**src/sv/assert_macros.svh**
```systemverilog
// Assertion macros used by the RTL file that carries checks.
`ifndef ASSERT_MACROS_SVH
`define ASSERT_MACROS_SVH

// Implication checked on every rising clk edge outside reset.
`define AST_IMP(lbl, ante, cons, msg) \
	lbl: assert property (@(posedge clk) disable iff (!arst_n) (ante) |-> (cons)) \
		else $error(msg);

// Next-cycle implication checked on every rising clk edge outside reset.
`define AST_NXT(lbl, ante, cons, msg) \
	lbl: assert property (@(posedge clk) disable iff (!arst_n) (ante) |=> (cons)) \
		else $error(msg);

// Invariant checked on every rising clk edge outside reset.
`define AST_ALW(lbl, prop, msg) \
	lbl: assert property (@(posedge clk) disable iff (!arst_n) (prop)) \
		else $error(msg);

`endif

```
**src/sv/mtlb_pkg.sv**
```systemverilog
// Types and constants of the TLB address translator.
`default_nettype none
package mtlb_pkg;

	localparam int VA_W    = 32;
	localparam int VPN_W   = 20;
	localparam int PFN_W   = 20;
	localparam int ASID_W  = 6;
	localparam int SLOT_W  = 6;
	localparam int FLAG_W  = 4;
	localparam int FAULT_W = 3;
	localparam int OFF_W   = 12;

	typedef logic [1:0] op_t;
	localparam op_t OP_TRANSLATE = 2'd0;
	localparam op_t OP_READ      = 2'd1;
	localparam op_t OP_WRITE     = 2'd2;
	localparam op_t OP_PROBE     = 2'd3;

	typedef logic [FAULT_W-1:0] fault_t;
	localparam fault_t FLT_NONE = 3'd0;
	localparam fault_t FLT_ADEL = 3'd1;
	localparam fault_t FLT_ADES = 3'd2;
	localparam fault_t FLT_TLBL = 3'd3;
	localparam fault_t FLT_TLBS = 3'd4;
	localparam fault_t FLT_MOD  = 3'd5;

	// bit positions inside the N D V G flag nibble
	localparam int FLAG_G = 0;
	localparam int FLAG_V = 1;
	localparam int FLAG_D = 2;
	localparam int FLAG_N = 3;

	// top three address bits of the unmapped kernel segments
	localparam logic [2:0] SEG_KSEG0 = 3'b100;
	localparam logic [2:0] SEG_KSEG1 = 3'b101;

	typedef struct packed {
		op_t               op;
		logic [VA_W-1:0]   vaddr;
		logic              is_store;
		logic              in_kernel;
		logic [ASID_W-1:0] asid;
		logic [SLOT_W-1:0] entry_index;
		logic [VPN_W-1:0]  entry_vpn;
		logic [PFN_W-1:0]  entry_pfn;
		logic [FLAG_W-1:0] entry_flags;
	} req_t;

	typedef struct packed {
		logic [VA_W-1:0]   paddr;
		logic              cacheable;
		fault_t            fault;
		logic              user_refill;
		logic              probe_found;
		logic [SLOT_W-1:0] probe_slot;
		logic [VPN_W-1:0]  read_vpn;
		logic [ASID_W-1:0] read_asid;
		logic [PFN_W-1:0]  read_pfn;
		logic [FLAG_W-1:0] read_flags;
	} rsp_t;

	typedef struct packed {
		logic [VPN_W-1:0]  vpn;
		logic [ASID_W-1:0] asid;
	} tag_t;

	typedef struct packed {
		logic [PFN_W-1:0]  pfn;
		logic [FLAG_W-1:0] flags;
	} frame_t;

	// search key broadcast to every cell
	typedef struct packed {
		logic              by_index;
		logic [VPN_W-1:0]  vpn;
		logic [ASID_W-1:0] asid;
		logic [SLOT_W-1:0] idx;
	} key_t;

	// entry write broadcast to every cell
	typedef struct packed {
		logic              en;
		logic [SLOT_W-1:0] idx;
		tag_t              tag;
		frame_t            frame;
	} wr_t;

	// search token handed from cell to cell
	typedef struct packed {
		logic              tok;
		logic              hit;
		logic [SLOT_W-1:0] slot;
		tag_t              tag;
		frame_t            frame;
	} carry_t;

endpackage
`default_nettype wire

```
**src/sv/mtlb_cell.sv**
```systemverilog
// One TLB slot: holds its entry and passes the search token on.
`default_nettype none
module mtlb_cell #(
	parameter int IDX = 0
) (
	input  logic            clk,
	input  logic            arst_n,
	input  mtlb_pkg::key_t  key,
	input  mtlb_pkg::wr_t   wr,
	input  mtlb_pkg::carry_t carry_in,
	output mtlb_pkg::carry_t carry_out
);
	import mtlb_pkg::*;

	localparam logic [SLOT_W-1:0] MY_SLOT = SLOT_W'(IDX);

	tag_t   tag_q;
	frame_t frame_q;
	carry_t carry_q;
	carry_t carry_d;
	logic   match;

	always_comb begin
		if (key.by_index) begin
			match = (key.idx == MY_SLOT);
		end else begin
			match = (tag_q.vpn == key.vpn) &&
				(frame_q.flags[FLAG_G] || (tag_q.asid == key.asid));
		end
	end

	// first match wins: a token already carrying a hit passes unchanged
	always_comb begin
		carry_d = carry_in;
		if (!carry_in.hit && match) begin
			carry_d.hit   = 1'b1;
			carry_d.slot  = MY_SLOT;
			carry_d.tag   = tag_q;
			carry_d.frame = frame_q;
		end
	end

	always_ff @(posedge clk or negedge arst_n) begin
		if (!arst_n) begin
			tag_q   <= '0;
			frame_q <= '0;
			carry_q <= '0;
		end else begin
			carry_q <= carry_d;
			if (wr.en && (wr.idx == MY_SLOT)) begin
				tag_q   <= wr.tag;
				frame_q <= wr.frame;
			end
		end
	end

	assign carry_out = carry_q;

endmodule
`default_nettype wire

```
**config.mk**
```make
export PLATFORM = sky130hd
export DESIGN_NAME = mtlb_cell
export DESIGN_NICKNAME = d
export VERILOG_FILES = /design/src/sv/assert_macros.svh /design/src/sv/mtlb_pkg.sv /design/src/sv/mtlb_cell.sv
export SDC_FILE = /design/constraint.sdc
export NUM_CORES = 1
export LEC_CHECK = 0
export ABC_AREA = 1
export BUFFER_PORTS_ARGS = -buffer_cell sky130_fd_sc_hd__buf_2
export CAP_MARGIN = 20
export CORE_ASPECT_RATIO = 1.1
export CORE_MARGIN = 1.5
export CORE_UTILIZATION = 47
export CTS_CLUSTER_SIZE = 8
export DETAILED_ROUTE_END_ITERATION = 8
export PLACE_DENSITY = 0.88
export SYNTH_ARGS = -nofsm -noshare
export SYNTH_HDL_FRONTEND = slang
export SYNTH_SLANG_ARGS = --single-unit
```
**constraint.sdc**
```tcl
create_clock -name clk -period 1.8 [get_ports clk]
set_input_delay 0.27 -clock clk [delete_from_list [all_inputs] [get_ports clk]]
set_output_delay 0.27 -clock clk [all_outputs]
set_load 0.03 [all_outputs]
```
==> results of run 1 <==
worst reg2reg max path: stages, from the launching register on:
cell	delay (ps)
dfrtp_1	420
inv_1	70
nand2_1	70
nand2_1	60
nor2_1	140
nand2_1	70
nor2_1	120
nand4_1	160
nand2_4	160
nand2_4	90
buf_8	170
nand2_1	70
nand2_1	60
cell type report:
type	instances	area share
repair buffers	226	0.2120
flip-flops and latches	108	0.4331
multi-input cells	312	0.2709
clock inverters	4	0.007820
inverters	48	0.02888
well taps	120	0.02406
clock buffers	12	0.02326
Yosys cell counts:
cell / count
buf_6: 5
nand4_1: 1
o21ai_0: 1
buf_1: 1
nand2_1: 174
nor4_1: 2
buf_2: 10
inv_1: 48
or2_0: 1
a21boi_0: 6
mux2_1: 33
nand3_1: 55
nor3_1: 1
nor2_1: 19
clkbuf_1: 6
or2_1: 1
mux2_2: 17
dfrtp_1: 108
xnor2_1: 1
state kept, by name, summed over array words and instances (netlist names):
signal     cells
carry_out     58
tag_q         26
frame_q       24
power groups by stage:
stage / Combinational [uW] / Clock (uW) / Sequential (uW)
detailed placement: 830 / 0 / 2820
finish: 849 / 1490 / 2780
global route: 939 / 1630 / 2800
floorplan: 310 / 0 / 2930
global placement: 796 / 0 / 2810
CTS: 838 / 1510 / 2780
metal layers:
layer,GRT usage,share of wire
met1,0.2869,0.39
met5,0,0
met4,0.1327,0.032
met3,0.04286,0.051
met2,0.4197,0.52
what timing repair did:
item	in CTS	in global routing
hold buffers	2	0
hold endpoints to repair	26	0
setup buffers	0	4
pin swaps	2	2
gates cloned	0	3
resized for setup	2	13
setup endpoints to repair	20	56
metrics by stage:
| stage | setup slack [ps] | cells |
|---|---|---|
| 3_3_place_gp | 99.31 | 805 |
| 3_5_place_dp | -13.15 | 805 |
| 6_report | 15.37 | 830 |
| 2_1_floorplan | 410.6 | 490 |
| 4_1_cts | -20.38 | 823 |
| 5_1_grt | -86.84 | 830 |
kinds of logic after synthesis:
logic type,after synthesis,synth area share
AND/OR/NAND/NOR,254,0.2217
XOR/XNOR,1,0.001875
AO/OA/AOI/OAI,7,0.01071
buffers and inverters,70,0.06693
flip-flops,108,0.5783
multiplexers,50,0.1205
worst max path at each step:
stage                          start                 endpoint  slack, ps  depth (start not counted)
2_1_floorplan  tag_q[11]$_DFFE_PN0P_  carry_out[46]$_DFF_PN0_        410                         11
3_3_place_gp    tag_q[3]$_DFFE_PN0P_  carry_out[21]$_DFF_PN0_        100                         11
3_5_place_dp    tag_q[3]$_DFFE_PN0P_  carry_out[16]$_DFF_PN0_        -10                         11
4_1_cts         tag_q[3]$_DFFE_PN0P_   carry_out[0]$_DFF_PN0_        -20                         11
5_1_grt         tag_q[3]$_DFFE_PN0P_  carry_out[23]$_DFF_PN0_        -90                         11
6_report        tag_q[9]$_DFFE_PN0P_  carry_out[16]$_DFF_PN0_         20                         12
==> results_dict.tcl, run 1 <==
set metrics [dict create \
    final_cell_mix "buf_2, nand2_1, dfrtp_1" \
    startpoint_type "flip-flop" \
    totalPowerFinal_uw 5114 \
    power_frac_seq 0.544 \
    cts.sinks 108 \
    r2r_slack_ps 20 \
    port_buffers 207 \
    cts.clk_slew.worst_paths_ps 100 \
    routedWlPerCell_um 15.70 \
    setup_viol 0 \
    critPathRequiredTime_ps 2040 \
    die_y_um 107.6 \
    root_buffer "clkbuf_8" \
    wirelength_um 13040 \
    p_sw_frac 0.2785 \
    gp_congestion 0.9397 \
    fin_nets 855 \
    worstHoldEndpoint "carry_out[11]$_DFF_PN0_" \
    finalCriticalPeriod_ps 1785 \
    drt_iter0_markers 225 \
    cts_buffers 9 \
    worst_slew_pin_slew_ps 406.6 \
    path_class "reg2reg" \
    slew_violations 0 \
    drc 0 \
    core_area_um2 9747 \
    fin_util 0.6402 \
    powerDensity_nw_per_um2 819.6 \
    cap_violations 0 \
    worstHoldStart "carry_in[11]" \
    power.share.clock 0.290 \
    cp_slowest_cell "dfrtp_1" \
    num-fill-cells 807 \
    grt_pass1_vias 4187 \
    combPwrFrac 0.166 \
    r2r.worst_path.cells 12 \
    vdd_drop_max_uv 489.5 \
    rsz0062_at_grt "true" \
    r2r-start "tag_q[9]$_DFFE_PN0P_" \
    grt_overflow 0 \
    fin_skew_ps 15.81 \
    cts_max_level 3 \
    synth_area_leaders "dfrtp_1, nand2_1, mux2_1, nand3_1, mux2_2" \
    p_switching_uw 1424 \
    cp_data_arrival_time_ps 2020 \
    rows 38 \
    synth_largest_area_cell "dfrtp_1" \
    finalSetupTns_ps 0 \
    p_leak_uw 0.003559 \
    final_area_um2 6240 \
    mappedNetlistArea_um2 4673 \
    synth_top_area_frac 0.5783 \
    holdCritPathClass "in2reg" \
    min_period_over_period 0.9915 \
    dr.pass1.iters 4 \
    final_common_cell "buf_2" \
    start_util 0.4795 \
    internal_power_uw 3690 \
    status "completed" \
    crit-reg2reg-capture "carry_out[16]$_DFF_PN0_" \
    ys_ff_latch 108 \
    placed_area_um2 5877 \
    clock.fmax_mhz 560.3 \
    drt-vias-per-instance 5.029 \
    multi_input_area_um2 1690 \
    clock_latency_ps 360 \
    syn-mean-instance-area_um2 9.537 \
    synthCells 490 \
    grt_pass1_wl_um 19810 \
    ant_nets 0 \
    seqCellArea_um2 2703 \
    layout-drive-gt1-share 0.3704 \
    dpl.hpwl_um 9367 \
    grt_max_degree 51 \
    whs_path_depth 3 \
    cp_common_cell "nand2_1" \
    cts_tree "built" \
    io_pins 208 \
    crit_family "simple AND/OR/NAND/NOR gates" \
    cp-end-kind "flip-flop" \
    groute.usage.overall 0.2427 \
    critical_path.cell_chain "inv_1 -> nand2_1 -> nand2_1 -> nor2_1 -> nand2_1 -> nor2_1 -> nand4_1 -> nand2_4 -> nand2_4 -> buf_8 -> nand2_1 -> nand2_1" \
    slew_headroom 0.7289 \
    n_antenna_cell 0 \
    synth.distinct_cells 19 \
    die_w_um 98.08 \
    cts.path.max_buffers 2 \
    final-hold-violation-count 0 \
    cp_num_buf_inv 2 \
    crit_path_max_fanout 19 \
    num_vias 4174 \
    yosysWarnings 0 \
    yosysSeqAreaShare 0.5783 \
    synthesis.nets 640 \
    area_growth_pct 33.52 \
    antenna_found_initial 0 \
    slowest_delay_ps 420 \
    die-area_um2 10550 \
    holdWs_ps 92.78 \
]
No activity file was read; power rests on OpenSTA's default activity.
==> inputs of run 2 (changes only) <==
--- a/config.mk
+++ b/config.mk
@@ -5,15 +5,14 @@
 export SDC_FILE = /design/constraint.sdc
 export NUM_CORES = 1
 export LEC_CHECK = 0
-export ABC_AREA = 1
 export BUFFER_PORTS_ARGS = -buffer_cell sky130_fd_sc_hd__buf_2
 export CAP_MARGIN = 20
 export CORE_ASPECT_RATIO = 1.1
 export CORE_MARGIN = 1.5
-export CORE_UTILIZATION = 47
+export CORE_UTILIZATION = 50
 export CTS_CLUSTER_SIZE = 8
 export DETAILED_ROUTE_END_ITERATION = 8
-export PLACE_DENSITY = 0.88
+export PLACE_DENSITY = 0.89
 export SYNTH_ARGS = -nofsm -noshare
 export SYNTH_HDL_FRONTEND = slang
 export SYNTH_SLANG_ARGS = --single-unit
==> results_dict.tcl, run 2 <==
set metrics [dict create \
    synth_commonest_cells "dfrtp_1, nand2_1, o21ai_0" \
    layout-drive-gt1-share 0.4436 \
    synthCells 578 \
    whs_path_depth 1 \
    num_vias 5982 \
    die-area_um2 12060 \
    num-fill-cells 779 \
    final_common_cell "buf_2" \
    path_class "reg2reg" \
    yosys.area_share.simple 0.09039 \
    vdd_drop_max_uv 465.7 \
    synthMuxAreaShare 0.09873 \
    setup.worst_path.start "tag_q[8]$_DFFE_PN0P_" \
    cp_data_arrival_time_ps 2320 \
    die_w_um 104.8 \
    port_buffers 207 \
    setup_viol 57 \
    yosysMostFrequentCell "dfrtp_1" \
    ant_nets 0 \
    yosys.area_share.adder 0 \
    synth_area_leaders "dfrtp_1, mux2_2, o311ai_1, o211ai_1, nand2_1" \
    slew_headroom 0.5582 \
    cts.clk_slew.worst_paths_ps 70 \
    powerDensity_nw_per_um2 842.3 \
    dp_cells 914 \
    fin_skew_ps 8.321 \
    r2r-start "tag_q[8]$_DFFE_PN0P_" \
    syn-mean-instance-area_um2 9.867 \
    violations "negative setup slack" \
    yosysSeqAreaShare 0.4739 \
    p_leak_uw 0.003429 \
    wirelength_um 19590 \
    status "finished with violations" \
    crit_path_max_fanout 13 \
    r2r_slack_ps -300 \
    ys_ff_latch 108 \
    cts_max_level 3 \
    start_util 0.5180 \
    slew_violations 0 \
    cap_violations 0 \
    grt_overflow 0 \
    drt_iter0_markers 462 \
    cts_tree "built" \
    cts.path.max_buffers 2 \
    synth_top_family_by_area "compound AO/OA/AOI/OAI gates" \
    mappedNetlistArea_um2 5703 \
    fin_ws_ps -305.0 \
    r2r.worst_path.cells 6 \
    synthesis.nets 728 \
    synth_largest_area_cell "dfrtp_1" \
    startpoint_type "flip-flop" \
    grt_pass1_vias 5798 \
    cts.sinks 108 \
    worst_slew_pin_slew_ps 662.8 \
    final-hold-violation-count 0 \
    gp_congestion 0.8552 \
    worstHoldStart "carry_in[57]" \
    area_growth_pct 37.82 \
    ys.flop_type "dfrtp_1" \
    synth.distinct_cells 27 \
    critPathRequiredTime_ps 2020 \
    finalCriticalPeriod_ps 2105 \
    largest_register_ffs 58 \
    clock_latency_ps 350 \
    fin_cells 945 \
    final_cell_mix "buf_2, dfrtp_1, nand2_1" \
    min_period_over_period 1.169 \
    dr.pass1.iters 5 \
    holdWs_ps 24.61 \
    root_buffer "clkbuf_16" \
    cts_buffers 9 \
    grt_pass1_wl_um 29300 \
    synth-xor-area-share 0.03993 \
    worstHoldEndpoint "carry_out[57]$_DFF_PN0_" \
    drt-vias-per-instance 6.330 \
    rsz0062_at_grt "true" \
    routedWlPerCell_um 20.73 \
    ys_async_sr_fraction 1.000 \
    drc 0 \
    io_pins 208 \
    clock.fmax_mhz 475.1 \
    rows 40 \
    core_area_um2 11010 \
    cp-end-kind "flip-flop" \
    synth_compound_area_frac 0.2488 \
    synth_top_area_frac 0.4739 \
    crit-reg2reg-capture "carry_out[47]$_DFF_PN0_" \
    holdCritPathClass "in2reg" \
    cp_slowest_cell "dfrtp_1" \
    n_antenna_cell 0 \
    antenna_found_initial 1 \
    fin_nets 943 \
    dpl.hpwl_um 12370 \
    critical_path.cell_chain "xor2_1 -> nor4_1 -> nand4_1 -> buf_6 -> or2_4 -> o311ai_1" \
    finalSetupTns_ps -10310 \
    slowest_delay_ps 410 \
    synth-edff-count 0 \
    yosysWarnings 0 \
    grt_max_degree 97 \
    die_y_um 115.0 \
    groute.usage.overall 0.3136 \
]
## run 2: changes by cell type after synthesis, moves of 13 or more
| cell | delta |
|---|---|
| nand2_1 | -72 |
| nand3_1 | -54 |
| o21ai_0 | +54 |
| o211ai_1 | +52 |
| a31oi_1 | +49 |
| o311ai_1 | +49 |
| inv_1 | -47 |
| clkbuf_1 | +42 |
| mux2_1 | -33 |
| mux2_2 | +33 |
| xor2_1 | +16 |
| nor2_1 | -13 |
## run 2: cells by family (layout without fill, tap and decap cells)
group / Yosys count / in the layout
compound gates: 207 / 207
xor+xnor: 26 / 26
buf+inv: 63 / 279
flops: 108 / 108
mux: 50 / 50
simple gates: 124 / 128
## run 2: worst max-delay path by stage
stage,endpoint,depth (start not counted)
detailed placement,carry_out[7]$_DFF_PN0_,5
global placement,carry_out[13]$_DFF_PN0_,5
finish,carry_out[47]$_DFF_PN0_,6
CTS,carry_out[0]$_DFF_PN0_,7
floorplan,carry_out[11]$_DFF_PN0_,6
global route,carry_out[47]$_DFF_PN0_,6
## run 2: final cells by class
cell class	instances	area, um2	share of cell area
clock buffer	9	225.2	0.02865
clock inverter	7	122.6	0.01560
inverter	2	7.507	0.0009551
multi-input combinational	411	2893	0.3680
sequential	108	2703	0.3438
tap	147	183.9	0.02340
timing repair buffer	261	1725	0.2195
## run 2: what timing repair did
action                                 CTS  global route
setup buffers                            6             0
endpoints found under the hold margin   31             0
setup endpoints to repair               57            57
resized for setup                       20            21
pin swaps                               35            40
cloned                                   5             3
hold buffers                             1             0
## run 2: per-layer routing
metal / global-route usage / vias to the layer above / part of all wire
met3: 0.06463 / 90 / 0.081
met4: 0.1735 / 2 / 0.048
met1: 0.3764 / 2863 / 0.38
met5: 0 / - / 0.00066
met2: 0.5320 / 398 / 0.49
li1: - / 2629 / -
## run 2: power breakdown
part	total [uW]	switching [uW]	internal [uW]
Sequential	2800	140	2660
Clock	2290	919	1370
Combinational	1540	857	681
## run 2: critical path: cells and delay by family (launching register included)
kind | cells | cell delay [ps]
flip-flops | 1 | 410
XOR/XNOR | 1 | 160
AO/OA/AOI/OAI | 1 | 410
buffers and inverters | 1 | 180
AND/OR/NAND/NOR | 3 | 820
## run 2: stage by stage
stage	instance area [um2]	util	setup slack, ps	power, uW
3_5_place_dp	7137	0.6482	-364.3	4277
2_1_floorplan	5704	-	-53.73	3598
4_1_cts	7731	0.7022	-181.8	6590
5_1_grt	7860	0.7139	-378.2	6875
3_3_place_gp	7137	0.6482	-293.7	4190
6_report	7860	0.7139	-305.0	6620
==> inputs of run 3 (changes only) <==
--- a/config.mk
+++ b/config.mk
@@ -5,7 +5,8 @@
 export SDC_FILE = /design/constraint.sdc
 export NUM_CORES = 1
 export LEC_CHECK = 0
-export BUFFER_PORTS_ARGS = -buffer_cell sky130_fd_sc_hd__buf_2
+export ABC_CLOCK_PERIOD_IN_PS = 1800
+export BUFFER_PORTS_ARGS = -buffer_cell sky130_fd_sc_hd__buf_4
 export CAP_MARGIN = 20
 export CORE_ASPECT_RATIO = 1.1
 export CORE_MARGIN = 1.5
==> results_dict.tcl, run 3 (same netlist as run 2, synthesis figures left out) <==
set metrics [dict create \
    cp-end-kind "flip-flop" \
    powerDensity_nw_per_um2 772.7 \
    vdd_drop_max_uv 590.5 \
    drc 0 \
    combPwrFrac 0.268 \
    fin_nets 942 \
    ant_nets 0 \
    dpl.hpwl_um 13180 \
    die-area_um2 12060 \
    p_sw_frac 0.3045 \
    rsz0062_at_grt "true" \
    num-fill-cells 683 \
    core_area_um2 11010 \
    internal_power_uw 4587 \
    fin_skew_ps 8.366 \
    drt-vias-per-instance 6.467 \
    setup_viol 57 \
    cap_violations 0 \
    root_buffer "clkbuf_16" \
    clock_latency_ps 350 \
    final_common_cell "buf_4" \
    cts_max_level 3 \
    wirelength_um 20410 \
    largest_register_ffs 58 \
    cts.clk_slew.worst_paths_ps 70 \
    startpoint_type "flip-flop" \
    cp_data_arrival_time_ps 2360 \
    start_util 0.5180 \
    cts.sinks 108 \
    num_vias 6105 \
    critPathRequiredTime_ps 2040 \
    violations "negative setup slack" \
    drt_iter0_markers 537 \
    status "finished with violations" \
    totalPowerFinal_uw 6595 \
    r2r.worst_path.cells 7 \
    seqCellArea_um2 2703 \
    crit_path_max_fanout 20 \
    worstHoldEndpoint "carry_out[57]$_DFF_PN0_" \
    dpl_worst_slack_ps -353.2 \
    slew_headroom 0.6207 \
    r2r_slack_ps -320 \
    crit-reg2reg-capture "carry_out[40]$_DFF_PN0_" \
    gp_congestion 0.8417 \
    antenna_found_initial 0 \
    p_leak_uw 0.003649 \
    final-hold-violation-count 0 \
    holdCritPathClass "in2reg" \
    cts_tree "built" \
    finalCriticalPeriod_ps 2124 \
    grt_pass1_vias 5922 \
    rows 40 \
    die_y_um 115.0 \
    port_buffers 207 \
    cts.path.max_buffers 2 \
    layout-drive-gt1-share 0.4743 \
    p_switching_uw 2008 \
    n_antenna_cell 0 \
    finalSetupTns_ps -15130 \
    worstHoldStart "carry_in[57]" \
    final_cell_mix "buf_4, dfrtp_1, nand2_1" \
    multi_input_area_um2 3117 \
    fin_ws_ps -324.5 \
    power_frac_seq 0.425 \
    area_growth_pct 49.67 \
    grt_max_degree 60 \
    path_class "reg2reg" \
    io_pins 208 \
    grt_overflow 0 \
    grt_pass1_wl_um 30670 \
    power.share.clock 0.307 \
    worst_slew_pin_slew_ps 561.1 \
    slew_violations 0 \
    r2r-start "tag_q[11]$_DFFE_PN0P_" \
    clock.fmax_mhz 470.7 \
    min_period_over_period 1.180 \
    die_w_um 104.8 \
    groute.usage.overall 0.3272 \
    routedWlPerCell_um 21.62 \
    dr.pass1.iters 5 \
    whs_path_depth 1 \
    cts_buffers 9 \
]
run 3: cell count changes in the layout (fill, tap and decap cells not counted), moves of 2 or more:
cell / previous run / this run
buf_4: 29 / 238
nor2_1: 0 / 5
clkinv_2: 0 / 2
buf_16: 2 / 0
o311ai_1: 41 / 9
nor2_2: 4 / 1
buf_2: 206 / 0
or2_4: 5 / 1
buf_6: 5 / 8
bufinv_16: 3 / 1
nor2_4: 2 / 0
o311ai_2: 8 / 35
o311ai_4: 0 / 5
run 3: cell type report:
| class | count | area share |
|---|---|---|
| repair buffers | 264 | 0.2603 |
| multi-input cells | 407 | 0.3651 |
| clock inverters | 6 | 0.007476 |
| well taps | 147 | 0.02155 |
| flip-flops and latches | 108 | 0.3166 |
| inverters | 2 | 0.0008795 |
| clock buffers | 10 | 0.02800 |
run 3: worst max path at each step:
stage	end	slack, ps	cells after the start	from
floorplan	carry_out[11]$_DFF_PN0_	-50	6	tag_q[17]$_DFFE_PN0P_
global placement	carry_out[45]$_DFF_PN0_	-220	6	tag_q[6]$_DFFE_PN0P_
detailed placement	carry_out[4]$_DFF_PN0_	-350	6	tag_q[6]$_DFFE_PN0P_
CTS	carry_out[43]$_DFF_PN0_	-250	6	tag_q[17]$_DFFE_PN0P_
global route	carry_out[47]$_DFF_PN0_	-340	7	tag_q[8]$_DFFE_PN0P_
finish	carry_out[40]$_DFF_PN0_	-320	7	tag_q[11]$_DFFE_PN0P_
run 3: per-stage QoR:
stage / area [um2] / hold WS (ps) / instances / util
global placement: 7705 / 99.01 / 916 / 0.6998
detailed placement: 7705 / 99.54 / 916 / 0.6998
global route: 8536 / 14.26 / 944 / 0.7752
finish: 8536 / 21.11 / 944 / 0.7752
CTS: 8244 / 18.56 / 937 / 0.7488
floorplan: 5704 / -25.59 / 578 / -
run 3: critical path, cell delays in order, from the launching register on:
cell and delay [ps]:
dfrtp_1 400, xor2_1 150, nor4_1 340, nand4_1 160, buf_6 160, or2_4 280
buf_12 180, o311ai_2 330
run 3: per-layer routing:
layer  up-vias  global-route usage  share of wire
met4         0              0.2018          0.060
met1      2929              0.3825           0.35
met5         -                   0              0
met2       462              0.5638           0.50
li1       2607                   -              -
met3       107             0.05839          0.090
run 3: repair_timing:
item | in CTS | in global routing
pin swaps | 16 | 9
gates cloned | 0 | 2
resized for setup | 30 | 32
setup endpoints to repair | 57 | 57
hold endpoints to repair | 49 | 0
hold buffers | 1 | 0
setup buffers | 4 | 5
run 3: power by group through the flow:
stage / sequential, uW / clock [uW] / combinational (uW)
floorplan: 2980 / 0 / 620
global placement: 2830 / 0 / 1480
detailed placement: 2840 / 0 / 1560
CTS: 2800 / 2040 / 1630
global route: 2820 / 2140 / 1860
finish: 2800 / 2030 / 1770
